==> src/sv/assert_macros.svh <==
// ----------------------------------------------------------------------------
// assert_macros.svh
// Assertion macros for the RTL; versioned_update_store includes them. ASSERT_OFF removes them.
// ----------------------------------------------------------------------------
`ifndef ASSERT_MACROS_SVH
`define ASSERT_MACROS_SVH

`ifndef ASSERT_OFF

// A condition that holds at every clock edge outside reset.
`define ASSERT_ALWAYS(label, clk, rst_n, expr) \
    label: assert property (@(posedge clk) disable iff (!rst_n) (expr)) \
        else $error("assertion failed");

// A condition in one cycle that implies another condition in the next cycle.
`define ASSERT_NEXT(label, clk, rst_n, ante, cons) \
    label: assert property (@(posedge clk) disable iff (!rst_n) (ante) |=> (cons)) \
        else $error("assertion failed");

`else

`define ASSERT_ALWAYS(label, clk, rst_n, expr)
`define ASSERT_NEXT(label, clk, rst_n, ante, cons)

`endif

`endif

==> src/sv/vus_pkg.sv <==
// ----------------------------------------------------------------------------
// vus_pkg
// Types, field widths and codes of the versioned update store.
// ----------------------------------------------------------------------------
`default_nettype none

package vus_pkg;

    localparam int KEY_W     = 16;
    localparam int SOURCE_W  = 8;
    localparam int VERSION_W = 16;
    localparam int STAMP_W   = 31;
    localparam int MAX_W     = 5;
    localparam int KIND_W    = 2;
    localparam int STATUS_W  = 2;

    localparam int DEFAULT_TABLE_DEPTH = 16;
    localparam logic [MAX_W-1:0] MAX_ENTRIES_RESET = 5'd16;

    // One stored update record.
    typedef struct packed {
        logic [KEY_W-1:0]     key;
        logic [SOURCE_W-1:0]  source;
        logic [VERSION_W-1:0] version;
        logic [STAMP_W-1:0]   stamp;
    } t_rec;

    // What every cell of the chain does in one cycle.
    typedef logic [1:0] t_cell_op;
    localparam t_cell_op OP_HOLD      = 2'd0;
    localparam t_cell_op OP_ROTATE    = 2'd1;
    localparam t_cell_op OP_SHIFT_INS = 2'd2;
    localparam t_cell_op OP_APPEND    = 2'd3;

    localparam logic [KIND_W-1:0] KIND_STORE  = 2'd0;
    localparam logic [KIND_W-1:0] KIND_DUMPED = 2'd1;
    localparam logic [KIND_W-1:0] KIND_EMPTY  = 2'd2;

    localparam logic [STATUS_W-1:0] STAT_NONE     = 2'd0;
    localparam logic [STATUS_W-1:0] STAT_APPENDED = 2'd0;
    localparam logic [STATUS_W-1:0] STAT_REPLACED = 2'd1;
    localparam logic [STATUS_W-1:0] STAT_STALE    = 2'd2;
    localparam logic [STATUS_W-1:0] STAT_EVICTED  = 2'd3;

    localparam logic FUNC_STORE = 1'b0;
    localparam logic FUNC_DUMP  = 1'b1;

endpackage

`default_nettype wire

==> src/sv/vus_cell.sv <==
// ----------------------------------------------------------------------------
// vus_cell
// One slot of the record chain: rotates, closes gaps and takes appends.
// ----------------------------------------------------------------------------
`default_nettype none

module vus_cell #(
    parameter int TABLE_DEPTH = vus_pkg::DEFAULT_TABLE_DEPTH,
    parameter int IDX         = 0
) (
    input  wire                                 i_clk,
    input  wire vus_pkg::t_cell_op              i_op,
    input  wire [$clog2(TABLE_DEPTH+1)-1:0]     i_count,
    input  wire [$clog2(TABLE_DEPTH+1)-1:0]     i_pos,
    input  wire vus_pkg::t_rec                  i_right,
    input  wire vus_pkg::t_rec                  i_head,
    input  wire vus_pkg::t_rec                  i_new,
    output vus_pkg::t_rec                       o_rec
);
    import vus_pkg::*;

    localparam int CW = $clog2(TABLE_DEPTH + 1);
    localparam logic [CW-1:0] MY_IDX  = CW'(IDX);
    localparam logic [CW-1:0] MY_NEXT = CW'(IDX + 1);

    t_rec r_rec;

    always_ff @(posedge i_clk) begin
        unique case (i_op)
            OP_HOLD: begin
            end
            OP_ROTATE: begin
                // The head record wraps around to the tail slot.
                if (MY_NEXT == i_count) begin
                    r_rec <= i_head;
                end else if (MY_NEXT < i_count) begin
                    r_rec <= i_right;
                end
            end
            OP_SHIFT_INS: begin
                // Remove the record at i_pos and put the new one at the tail.
                if (MY_NEXT == i_count) begin
                    r_rec <= i_new;
                end else if (MY_IDX >= i_pos && MY_NEXT < i_count) begin
                    r_rec <= i_right;
                end
            end
            OP_APPEND: begin
                if (MY_IDX == i_count) begin
                    r_rec <= i_new;
                end
            end
        endcase
    end

    assign o_rec = r_rec;

endmodule

`default_nettype wire

==> src/sv/versioned_update_store.sv <==
// ----------------------------------------------------------------------------
// versioned_update_store
// Ordered table of update records with versioned replace and eviction.
// ----------------------------------------------------------------------------
// Usage. An input word (i_func and the record fields) is taken when i_valid
// is high and o_stall is low. A store word gives one result word; a dump
// word gives one result word per stored record in list order, with o_last on
// the final one, or a single word of kind empty when the table holds nothing.
// Result words leave on o_valid and are held while i_stall is high.
// The records live in a chain of cells; cell 0 is the list head. Every
// search or dump rotates the whole list once through cell 0. A store
// scans the list, decides its outcome once the whole list has been seen,
// applies its edit to the chain and then loads its result into the output
// register. A dump produces one word per cycle, as fast as the receiver
// takes them. One word is handled at a time; o_stall stays high until the
// last result of the current word sits in the output register. A stalled
// receiver delays a store only at its final output load and holds back a
// dump's rotation; the table keeps its content. Synchronous reset empties
// the table (record count zero) and sets max_entries to 16; record storage
// is not cleared. max_entries is written with i_cfg_we and is meant to
// change only while the block is idle.
// ----------------------------------------------------------------------------
`default_nettype none

`include "assert_macros.svh"

module versioned_update_store #(
    parameter int TABLE_DEPTH = vus_pkg::DEFAULT_TABLE_DEPTH
) (
    input  wire                              i_clk,
    input  wire                              i_rst_n,
    // configuration
    input  wire                              i_cfg_we,
    input  wire [vus_pkg::MAX_W-1:0]         i_cfg_data,
    // input channel
    input  wire                              i_valid,
    output logic                             o_stall,
    input  wire                              i_func,
    input  wire [vus_pkg::KEY_W-1:0]         i_rec_key,
    input  wire [vus_pkg::SOURCE_W-1:0]      i_rec_source,
    input  wire [vus_pkg::VERSION_W-1:0]     i_rec_version,
    input  wire [vus_pkg::STAMP_W-1:0]       i_rec_stamp,
    // output channel
    output logic                             o_valid,
    input  wire                              i_stall,
    output logic [vus_pkg::KIND_W-1:0]       o_kind,
    output logic [vus_pkg::STATUS_W-1:0]     o_status,
    output logic [vus_pkg::KEY_W-1:0]        o_out_key,
    output logic [vus_pkg::SOURCE_W-1:0]     o_out_source,
    output logic [vus_pkg::VERSION_W-1:0]    o_out_version,
    output logic [vus_pkg::STAMP_W-1:0]      o_out_stamp,
    output logic                             o_last
);
    import vus_pkg::*;

    localparam int CW = $clog2(TABLE_DEPTH + 1);
    localparam int LW = (CW > MAX_W) ? CW : MAX_W;

    localparam logic [2:0] S_IDLE = 3'd0;
    localparam logic [2:0] S_SCAN = 3'd1;
    localparam logic [2:0] S_EDIT = 3'd2;
    localparam logic [2:0] S_POST = 3'd3;
    localparam logic [2:0] S_DUMP = 3'd4;

    // Sequencer and table control.
    logic [2:0]        r_state;
    logic [CW-1:0]     r_count;
    logic [CW-1:0]     r_idx;
    logic [MAX_W-1:0]  r_max;
    logic              r_func;
    t_rec              r_item;

    // Search results gathered during the scan.
    logic              r_match;
    logic [CW-1:0]     r_match_pos;
    logic              r_newer;
    logic              r_best_vld;
    logic [CW-1:0]     r_best_pos;
    t_rec              r_best;

    // Decided store outcome.
    t_cell_op          r_edit_op;
    logic [CW-1:0]     r_edit_pos;
    logic [STATUS_W-1:0] r_res_status;
    t_rec              r_res_rec;

    // Output register.
    logic              r_out_valid;
    logic [KIND_W-1:0] r_out_kind;
    logic [STATUS_W-1:0] r_out_status;
    t_rec              r_out_rec;
    logic              r_out_last;

    // Chain wiring.
    t_rec              w_rec   [TABLE_DEPTH];
    t_rec              w_right [TABLE_DEPTH];
    t_rec              w_head;
    t_cell_op          w_op;
    logic              w_out_free;
    logic              w_accept;
    logic              w_hit;
    logic              w_take_min;
    logic [LW-1:0]     w_max_ext;
    logic [LW-1:0]     w_limit;
    logic              w_below_limit;
    logic              w_dump_last;

    assign w_head     = w_rec[0];
    assign w_out_free = !r_out_valid || !i_stall;
    assign o_stall    = (r_state != S_IDLE);
    assign w_accept   = i_valid && !o_stall;

    genvar g;
    generate
        for (g = 0; g < TABLE_DEPTH; g++) begin : g_cell
            if (g == TABLE_DEPTH - 1) begin : g_end
                assign w_right[g] = w_head;
            end else begin : g_mid
                assign w_right[g] = w_rec[g + 1];
            end
            vus_cell #(
                .TABLE_DEPTH (TABLE_DEPTH),
                .IDX         (g)
            ) u_cell (
                .i_clk   (i_clk),
                .i_op    (w_op),
                .i_count (r_count),
                .i_pos   (r_edit_pos),
                .i_right (w_right[g]),
                .i_head  (w_head),
                .i_new   (r_item),
                .o_rec   (w_rec[g])
            );
        end
    endgenerate

    // Effective limit: zero acts as one, anything above the depth as the depth.
    assign w_max_ext = LW'(r_max);
    always_comb begin
        if (r_max == '0) begin
            w_limit = LW'(1);
        end else if (w_max_ext > LW'(TABLE_DEPTH)) begin
            w_limit = LW'(TABLE_DEPTH);
        end else begin
            w_limit = w_max_ext;
        end
    end
    assign w_below_limit = LW'(r_count) < w_limit;

    // The head record is compared while it passes through cell 0.
    assign w_hit = (w_head.source == r_item.source) && (w_head.key == r_item.key);
    // Strict compare keeps the first record with the smallest stamp.
    assign w_take_min  = !r_best_vld || (w_head.stamp < r_best.stamp);
    assign w_dump_last = (r_idx + CW'(1)) == r_count;

    always_comb begin
        w_op = OP_HOLD;
        unique case (r_state)
            S_SCAN: begin
                if (r_idx != r_count) begin
                    w_op = OP_ROTATE;
                end
            end
            S_DUMP: begin
                if (r_count != '0 && w_out_free) begin
                    w_op = OP_ROTATE;
                end
            end
            S_EDIT: begin
                w_op = r_edit_op;
            end
            default: begin
                w_op = OP_HOLD;
            end
        endcase
    end

    // Configuration register.
    always_ff @(posedge i_clk) begin
        if (!i_rst_n) begin
            r_max <= MAX_ENTRIES_RESET;
        end else if (i_cfg_we) begin
            r_max <= i_cfg_data;
        end
    end

    // Sequencer.
    always_ff @(posedge i_clk) begin
        if (!i_rst_n) begin
            r_state    <= S_IDLE;
            r_count    <= '0;
            r_idx      <= '0;
            r_match    <= 1'b0;
            r_best_vld <= 1'b0;
            r_edit_op  <= OP_HOLD;
        end else begin
            unique case (r_state)
                S_IDLE: begin
                    if (w_accept) begin
                        r_idx      <= '0;
                        r_match    <= 1'b0;
                        r_best_vld <= 1'b0;
                        r_state    <= (i_func == FUNC_DUMP) ? S_DUMP : S_SCAN;
                    end
                end
                S_SCAN: begin
                    if (r_idx != r_count) begin
                        if (w_hit && !r_match) begin
                            r_match     <= 1'b1;
                            r_match_pos <= r_idx;
                            r_newer     <= r_item.version > w_head.version;
                        end
                        if (w_take_min) begin
                            r_best_vld <= 1'b1;
                            r_best_pos <= r_idx;
                            r_best     <= w_head;
                        end
                        r_idx <= r_idx + CW'(1);
                    end else begin
                        // Whole list seen and back in its original order.
                        r_state <= S_EDIT;
                        if (r_match && !r_newer) begin
                            r_res_status <= STAT_STALE;
                            r_res_rec    <= '0;
                            r_edit_op    <= OP_HOLD;
                            r_edit_pos   <= r_match_pos;
                        end else if (r_match) begin
                            r_res_status <= STAT_REPLACED;
                            r_res_rec    <= '0;
                            r_edit_op    <= OP_SHIFT_INS;
                            r_edit_pos   <= r_match_pos;
                        end else if (w_below_limit) begin
                            r_res_status <= STAT_APPENDED;
                            r_res_rec    <= '0;
                            r_edit_op    <= OP_APPEND;
                            r_edit_pos   <= r_match_pos;
                        end else if (!r_best_vld || (r_item.stamp < r_best.stamp)) begin
                            // The new record itself is the oldest one.
                            r_res_status <= STAT_EVICTED;
                            r_res_rec    <= r_item;
                            r_edit_op    <= OP_HOLD;
                            r_edit_pos   <= r_match_pos;
                        end else begin
                            r_res_status <= STAT_EVICTED;
                            r_res_rec    <= r_best;
                            r_edit_op    <= OP_SHIFT_INS;
                            r_edit_pos   <= r_best_pos;
                        end
                    end
                end
                S_EDIT: begin
                    if (r_edit_op == OP_APPEND) begin
                        r_count <= r_count + CW'(1);
                    end
                    r_state <= S_POST;
                end
                S_POST: begin
                    if (w_out_free) begin
                        r_state <= S_IDLE;
                    end
                end
                S_DUMP: begin
                    if (w_out_free) begin
                        if (r_count == '0 || w_dump_last) begin
                            r_state <= S_IDLE;
                        end
                        r_idx <= r_idx + CW'(1);
                    end
                end
                default: begin
                    r_state <= S_IDLE;
                end
            endcase
        end
    end

    // Incoming record, latched when the word is taken.
    always_ff @(posedge i_clk) begin
        if (w_accept) begin
            r_func <= i_func;
            r_item <= '{key: i_rec_key, source: i_rec_source,
                        version: i_rec_version, stamp: i_rec_stamp};
        end
    end

    // Output register.
    always_ff @(posedge i_clk) begin
        if (!i_rst_n) begin
            r_out_valid <= 1'b0;
        end else if (r_state == S_POST && w_out_free) begin
            r_out_valid <= 1'b1;
        end else if (r_state == S_DUMP && w_out_free) begin
            r_out_valid <= 1'b1;
        end else if (!i_stall) begin
            r_out_valid <= 1'b0;
        end
    end

    always_ff @(posedge i_clk) begin
        if (r_state == S_POST && w_out_free) begin
            r_out_kind   <= KIND_STORE;
            r_out_status <= r_res_status;
            r_out_rec    <= r_res_rec;
            r_out_last   <= 1'b1;
        end else if (r_state == S_DUMP && w_out_free) begin
            r_out_status <= STAT_NONE;
            if (r_count == '0) begin
                r_out_kind <= KIND_EMPTY;
                r_out_rec  <= '0;
                r_out_last <= 1'b1;
            end else begin
                r_out_kind <= KIND_DUMPED;
                r_out_rec  <= w_head;
                r_out_last <= w_dump_last;
            end
        end
    end

    assign o_valid       = r_out_valid;
    assign o_kind        = r_out_kind;
    assign o_status      = r_out_status;
    assign o_out_key     = r_out_rec.key;
    assign o_out_source  = r_out_rec.source;
    assign o_out_version = r_out_rec.version;
    assign o_out_stamp   = r_out_rec.stamp;
    assign o_last        = r_out_last;

    // The table never holds more records than it has cells.
    `ASSERT_ALWAYS(a_count_in_range, i_clk, i_rst_n, r_count <= CW'(TABLE_DEPTH))
    // A taken word always starts work in the next cycle.
    `ASSERT_NEXT(a_accept_busy, i_clk, i_rst_n, w_accept, r_state != S_IDLE)
    // An edit grows the table by at most one record.
    `ASSERT_NEXT(a_edit_count, i_clk, i_rst_n, r_state == S_EDIT, (r_count - $past(r_count)) <= CW'(1))
    // The func of a word being scanned is a store.
    `ASSERT_ALWAYS(a_scan_is_store, i_clk, i_rst_n, r_state != S_SCAN || r_func == FUNC_STORE)

endmodule

`default_nettype wire

==> config.mk <==
export PLATFORM = sky130hd
export DESIGN_NAME = versioned_update_store
export DESIGN_NICKNAME = d
export VERILOG_FILES = /design/src/sv/vus_pkg.sv /design/src/sv/vus_cell.sv /design/src/sv/versioned_update_store.sv
export VERILOG_INCLUDE_DIRS = /design/src /design/src/sv
export SDC_FILE = /design/constraint.sdc
export NUM_CORES = 2
export LEC_CHECK = 0
export BUFFER_PORTS_ARGS = -buffer_cell sky130_fd_sc_hd__buf_2
export CAP_MARGIN = 20
export CORE_UTILIZATION = 35
export DETAILED_ROUTE_END_ITERATION = 8
export PLACE_DENSITY = 0.49
export SYNTH_ARGS = -nofsm -noshare
export SYNTH_HDL_FRONTEND = slang
export SYNTH_SLANG_ARGS = --single-unit
==> constraint.sdc <==
create_clock -name i_clk -period 10.9 [get_ports i_clk]
set_input_delay 1.635 -clock i_clk [delete_from_list [all_inputs] [get_ports i_clk]]
set_output_delay 1.635 -clock i_clk [all_outputs]
set_load 0.02 [all_outputs]
==> Word level (Yosys, flattened, before mapping) <==
Index checks and enable logic that the tools add are counted.
{ "totals": {"in_bits": 82, "ff_bits": 1466} }
{ "op_classes": {"n_lt_le_gt_ge": 37, "eq_ne": 86, "addsub": 2, "n_mux": 140, "bitwise": 1, "n_reduce_logical": 68} }
{ "ops": {"columns": ["operator", "n"], "rows": [
  ["71-bit two-way mux", 84],
  ["71-bit one-hot mux with 3 select lines", 16],
  ["3-bit by 1-bit != test with 1-bit output, second input constant", 32],
  ["4-bit AND reduction", 20],
  ["31-bit < comparator", 2],
  ["5-bit two-way mux", 9],
  ["4-bit by 5-bit == test with 1-bit output, first input constant", 8],
  ["4-bit by 5-bit >= comparator with 1-bit output, first input constant", 8],
  ["4-bit by 5-bit < comparator with 1-bit output, first input constant", 8],
  ["2-bit by 1-bit != test with 1-bit output, second input constant", 16],
  ["1-bit logical AND", 23],
  ["3-bit by 5-bit == test with 1-bit output, first input constant", 4],
  ["3-bit by 5-bit >= comparator with 1-bit output, first input constant", 4],
  ["3-bit by 5-bit < comparator with 1-bit output, first input constant", 4],
  ["2-bit != test, second input constant", 10],
  ["2-bit two-way mux", 9],
  ["3-bit two-way mux", 6],
  ["16-bit == test", 1],
  ["16-bit > comparator", 1],
  ["3-bit one-hot mux with 5 select lines", 1],
  ["5-bit one-hot mux with 3 select lines", 1],
  ["1-bit two-way mux", 11],
  ["5-bit by 1-bit adder with 5-bit output, second input constant", 2],
  ["2-bit by 5-bit == test with 1-bit output, first input constant", 2],
  ["31 further kinds", 52]
]} }

==> Logic depth before layout (Yosys ltp) <==
{ "depth": {"ltp_word": 8, "depth_mapped": 13, "ltp_nobuf": 9} }

==> Hierarchy <==
Synthesis repeated with hierarchy kept, for this count alone.
{ "unflattened": {"hier_cells": 8962, "area_unflattened_um2": 98707.2} }
{ "modules_own_cells": {"columns": ["module", "seq_area_each_um2", "area_each_um2", "cells_per_inst", "n_inst"], "rows": [
  ["versioned_update_store", 9649.3, 15260.9, 1240, 1],
  ["vus_cell (g_cell[7].u_cell)", 2132.0, 5706.7, 502, 1],
  ["vus_cell (g_cell[0].u_cell)", 2132.0, 5627.9, 493, 1],
  ["vus_cell (g_cell[8].u_cell)", 2132.0, 5555.3, 496, 1],
  ["vus_cell (g_cell[4].u_cell)", 2132.0, 5549.1, 495, 1],
  ["vus_cell (g_cell[10].u_cell)", 2132.0, 5492.8, 494, 1],
  ["vus_cell (g_cell[5].u_cell)", 2132.0, 5487.8, 520, 1],
  ["vus_cell (g_cell[6].u_cell)", 2132.0, 5485.3, 421, 1],
  ["vus_cell (g_cell[3].u_cell)", 2132.0, 5397.7, 502, 1],
  ["vus_cell (g_cell[12].u_cell)", 2132.0, 5278.8, 495, 1],
  ["vus_cell (g_cell[15].u_cell)", 2132.0, 5180.0, 434, 1],
  ["vus_cell (g_cell[14].u_cell)", 2132.0, 5031.1, 440, 1],
  ["vus_cell (g_cell[11].u_cell)", 2132.0, 4849.7, 434, 1],
  ["vus_cell (g_cell[9].u_cell)", 2132.0, 4813.4, 501, 1],
  ["+3 rows", null, null, null, null]
]} }

==> Worst setup path before layout <==
OpenSTA, ideal clock, no wires.
{ "synth_path": {"path_kind": "input to register", "start": "input i_stall", "end": "register g_cell[1].u_cell.r_rec (netlist bit g_cell[1].u_cell.o_rec[0]), enable pin", "t_arrival_ns": 7.996, "path_buffers": 2, "slack_ns": 2.291, "cell_stages": 7, "path_cell_list": "nand2_1 a41o_1 buf_4 or2_2 buf_2 o21ai_0 a221oi_1"} }
{ "synth_via": {"elab_chain_cells": 8, "elab_cells_between_ends": 13, "cone_classes": "6 x eq/ne; 2 x mux; 5 x reduce/logical"} }
{ "synth_rtl": {"columns": ["element", "line_no", "source"], "rows": [
  ["from (decl)", "versioned_update_store.sv:45", "input wire i_stall,"],
  ["1-bit zero test *", null, null],
  ["1-bit logical OR *", "versioned_update_store.sv:109", "assign w_out_free = !r_out_valid || !i_stall;"],
  ["1-bit logical AND *", "versioned_update_store.sv:165", "if (r_count != '0 && w_out_free) begin"],
  ["1-bit two-way mux *", "versioned_update_store.sv:165", null],
  ["2-bit one-hot mux with 3 select lines *", "versioned_update_store.sv:158", "unique case (r_state)"],
  ["2-bit == test / 2-bit by 1-bit == test with 1-bit output (equally long branches)", "vus_cell.sv:29", "unique case (i_op)"],
  ["3-bit by 1-bit != test with 1-bit output (no source line), or another cell as far along", null, null],
  ["4-bit AND reduction (no source line) *", null, null],
  ["to (signal assigned)", "vus_cell.sv:35", "r_rec <= i_head;"],
  ["to (signal assigned)", "vus_cell.sv:37", "r_rec <= i_right;"],
  ["to (signal assigned)", "vus_cell.sv:43", "r_rec <= i_new;"],
  ["to (decl)", "vus_cell.sv:26", "t_rec r_rec;"]
]} }
Every way passes the cells marked *; elsewhere a longest branch is shown, timed or not.
A chain may end at the register's enable or synchronous reset.

==> Worst setup path after layout <==
{ "layout_path": {"start": "register r_count[1]", "end": "register g_cell[8].u_cell.r_rec (netlist bit g_cell[8].u_cell.o_rec[57]), enable pin"} }
{ "layout_via": {"elab_chain_cells": 7, "elab_cells_between_ends": 18, "cone_classes": "1 x order compare; 9 x eq/ne; 3 x mux; 5 x reduce/logical"} }
{ "layout_rtl": {"columns": ["element", "line_no", "source"], "rows": [
  ["from (decl)", "versioned_update_store.sv:67", "logic [CW-1:0] r_count;"],
  ["from (signal assigned)", "versioned_update_store.sv:253", "r_count <= r_count + CW'(1);"],
  ["5-bit nonzero test", "versioned_update_store.sv:165", null],
  ["1-bit logical AND", "versioned_update_store.sv:165", null],
  ["1-bit two-way mux", "versioned_update_store.sv:165", null],
  ["2-bit one-hot mux with 3 select lines", "versioned_update_store.sv:158", null],
  ["2-bit == test / 2-bit by 1-bit == test with 1-bit output (equally long branches)", "vus_cell.sv:29", null],
  ["3-bit by 1-bit != test with 1-bit output (no source line), or another cell as far along", null, null],
  ["4-bit AND reduction (no source line) *", null, null],
  ["to (signal assigned)", "vus_cell.sv:35", null],
  ["to (signal assigned)", "vus_cell.sv:37", null],
  ["to (signal assigned)", "vus_cell.sv:43", null],
  ["to (decl)", "vus_cell.sv:26", null]
]} }
Marked as above.

==> flow_metrics.env <==
export IMPL_hold_viol_final=0
export IMPL_wl_um=232000
export IMPL_synthesis_nets=6245
export IMPL_netlist_instances=6079
export IMPL_relSlewSlack=0.172
export IMPL_cts_max_path_buffers=3
export IMPL_synth_area_leaders="edfxtp_1 64%, o22ai_1 9.2%, nor2_1 9.0%"
export IMPL_grt_pass1_vias=48124
export IMPL_syn_area_per_cell_um2=11.2
export IMPL_tns_ps=0
export IMPL_critical_path_arrival_ps=6050
export IMPL_gp_congestion=0.848
export IMPL_ys_top_cells_by_count="1,620 x nor2_1, 1,440 x edfxtp_1, 995 x o22ai_1"
export IMPL_min_period_over_period=0.513
export IMPL_setup_worst_path_class="flip-flop to flip-flop"
export IMPL_cpMostUsedCell="buf_4"
export IMPL_synth_top_area_share=0.637
export IMPL_final_util=0.396
export IMPL_die_h_um=442
export IMPL_synth_ff_type="edfxtp_1"
export IMPL_cpPeakStageDelay_ps=820
export IMPL_grtUsageTotal=0.232
export IMPL_drtPass1Iterations=6
export IMPL_routedWlPerCell_um=27.1
export IMPL_yosys_warnings=0
export IMPL_fmax_mhz=179
export IMPL_final_area_um2=76200
export IMPL_grt_max_degree=147
export IMPL_power_density_nw_per_um2=160
export IMPL_dieWidth_um=442
export IMPL_finalPower_mw=12.2
export IMPL_drcViolationCount=0
export IMPL_area_growth_pct=12.2
export IMPL_rsz0062_at_grt="no"
export IMPL_yosys_area_top_type="edfxtp_1"
export IMPL_crit_family="buffers and inverters"
export IMPL_slowest_stage="nor2_2"
export IMPL_vias=49502
export IMPL_tritoncts="yes"
export IMPL_setup_viol=0
export IMPL_first_iter_violations=5590
export IMPL_synth_area_um2=67900
export IMPL_antenna_found_initial=7
export IMPL_cts_resized=0
export IMPL_leakagePower_nw=26.3
export IMPL_clock_sinks=1466
export IMPL_io_pins=160
export IMPL_cp_start_kind="flip-flop"
export IMPL_outcome="finished clean"
export IMPL_layout_drive_gt1_share=0.127
export IMPL_path_clk_slew_ps=60
export IMPL_fin_nets=6056
export IMPL_core_area_um2=193000
export IMPL_clkLatencyLatePin_ps=840
export IMPL_synth_cell_types=65
export IMPL_irDropWorstVdd_mv=0.148
export IMPL_viasPerCell=5.79
export IMPL_cts_buffers_inserted=168
export IMPL_maxCapViolations=0
export IMPL_dpl_cell_area_um2=70900
export IMPL_cts_setup_buffers=0
export IMPL_grt_pass1_wl_um=339000
export IMPL_worst_pin_slew_ps=1240
export IMPL_portBuffers=159
export IMPL_dp_hpwl_um=130000
export IMPL_hold_class="flip-flop to flip-flop"
export IMPL_timing_hold_ws_ps=449
export IMPL_yosysMostFrequentCell="nor2_1"
export IMPL_num_rows=161
export IMPL_fin_crit_ps=5590
export IMPL_crit_path_end_kind="flip-flop"
export IMPL_path_cells="inv_1 -> ha_1 -> or4b_4 -> a41o_1 -> buf_4 -> nor2_2 -> mux2i_1 -> a21oi_4 -> buf_4 -> buf_4"
export IMPL_overflow=0
export IMPL_seq_area_frac_synth=0.644
export IMPL_ctsRootBufferMaster="clkbuf_16"
export IMPL_cts_max_level=4
export IMPL_postCtsHoldBufs=0
export IMPL_cp_required_ps=11360
export IMPL_finClkSkew_ps=35.5
export IMPL_drv_slew=0
export IMPL_cp_num_buf_inv=4
export IMPL_synthArstFlopShare=0
export IMPL_path_max_fanout=28
export IMPL_postRouteAntennaNets=0
export IMPL_start_util=0.353
export IMPL_synth_edff_count=1440
export IMPL_die_area_um2=196000
export IMPL_ys_ff_latch=1466
[layout make-up]
cell class	instances	area, um^2
Fill cell	18331	116000
Sequential cell	1466	43800
Multi-Input combinational cell	3884	21800
Clock buffer	207	4460
Tap cell	2526	3160
Timing Repair Buffer	305	1980
Clock inverter	92	763
Inverter	65	249
Antenna cell	3	7.51
[per-layer routing]
metal | track usage | part of all wire
met5 | 0 | 0.000095
met4 | 0.0844 | 0.036
met2 | 0.374 | 0.47
met3 | 0.0397 | 0.072
met1 | 0.313 | 0.43
[worst register-to-register path, delay by kind of cell, from the launching register on]
kind                     cells  cell delay [ps]
buffers and inverters        4             1570
flip-flops                   1              500
AND/OR/NAND/NOR              2             1510
adder cells (fa/ha/maj)      1              250
multiplexers                 1              260
AO/OA/AOI/OAI                2             1100
[layout by cell type, fill, tap and decap left out, types with 9 or more instances in the layout]
cell type,instances
a21o_1,21
a21oi_1,48
a31oi_1,215
and3_1,9
buf_2,160
buf_4,139
clkbuf_1,33
clkbuf_16,172
clkinv_1,45
clkinv_2,22
dfxtp_1,26
edfxtp_1,1440
ha_1,84
inv_1,62
mux2_2,147
mux2i_1,81
nand2_1,311
nand2_4,21
nand2b_1,12
nand3_1,19
nand4_1,14
nor2_1,1608
nor4_1,9
o21ai_0,90
o22ai_1,994
o31ai_1,17
o31ai_4,16
or3_1,11
xor2_1,31
[where the power goes]
group          switching, mW  leakage [nW]  internal [mW]  total, mW
Combinational          0.237          10.4         0.0889      0.326
Clock                   2.42          2.55           3.10       5.51
Sequential             0.125          13.3           6.19       6.31
Total                   2.78          26.3           9.37       12.2
[worst paths after layout]
check	startpoint	end	slack, ps	cells after the start
hold / removal	o_kind[0]$_SDFFE_PP0P_	o_kind[0]$_SDFFE_PP0P_	450	2
hold reg to reg	o_kind[0]$_SDFFE_PP0P_	o_kind[0]$_SDFFE_PP0P_	450	2
setup reg to reg	r_count[1]$_SDFFE_PN0P_	g_cell[8].u_cell.o_rec[57]$_DFFE_PP_	5310	10
setup / recovery	r_count[1]$_SDFFE_PN0P_	g_cell[8].u_cell.o_rec[57]$_DFFE_PP_	5310	10
[cell families (layout without fill, tap and decap cells)]
kind of cell / Yosys count / after routing / synth area share
XOR/XNOR: 39 / 39 / 0.00503
AO/OA/AOI/OAI: 1466 / 1466 / 0.138
AND/OR/NAND/NOR: 2067 / 2067 / 0.118
other: 0 / 3 / 0
adder cells (fa/ha/maj): 84 / 84 / 0.0155
multiplexers: 228 / 228 / 0.0363
buffers and inverters: 729 / 669 / 0.0428
flip-flops: 1466 / 1466 / 0.644
[sequential cells by signal, summed over array words and instances (netlist names), 5 cells and up]
register             count
r_max                    5
r_best_pos               5
r_best                  71
g_cell.u_cell.o_rec   1136
o_out_stamp             31
r_edit_pos               5
o_out_key               16
r_item                  71
o_out_version           16
r_count                  5
r_match_pos              5
r_idx                    5
o_out_source             8
r_res_rec               71
[through the flow]
stage,setup WS (ps),std cells
6_report,5310,8548
5_1_grt,5040,8546
4_1_cts,5280,8544
3_5_place_dp,5170,8245
3_3_place_gp,5150,8239
2_1_floorplan,2290,6079
Power figures use the tool's default switching activity.
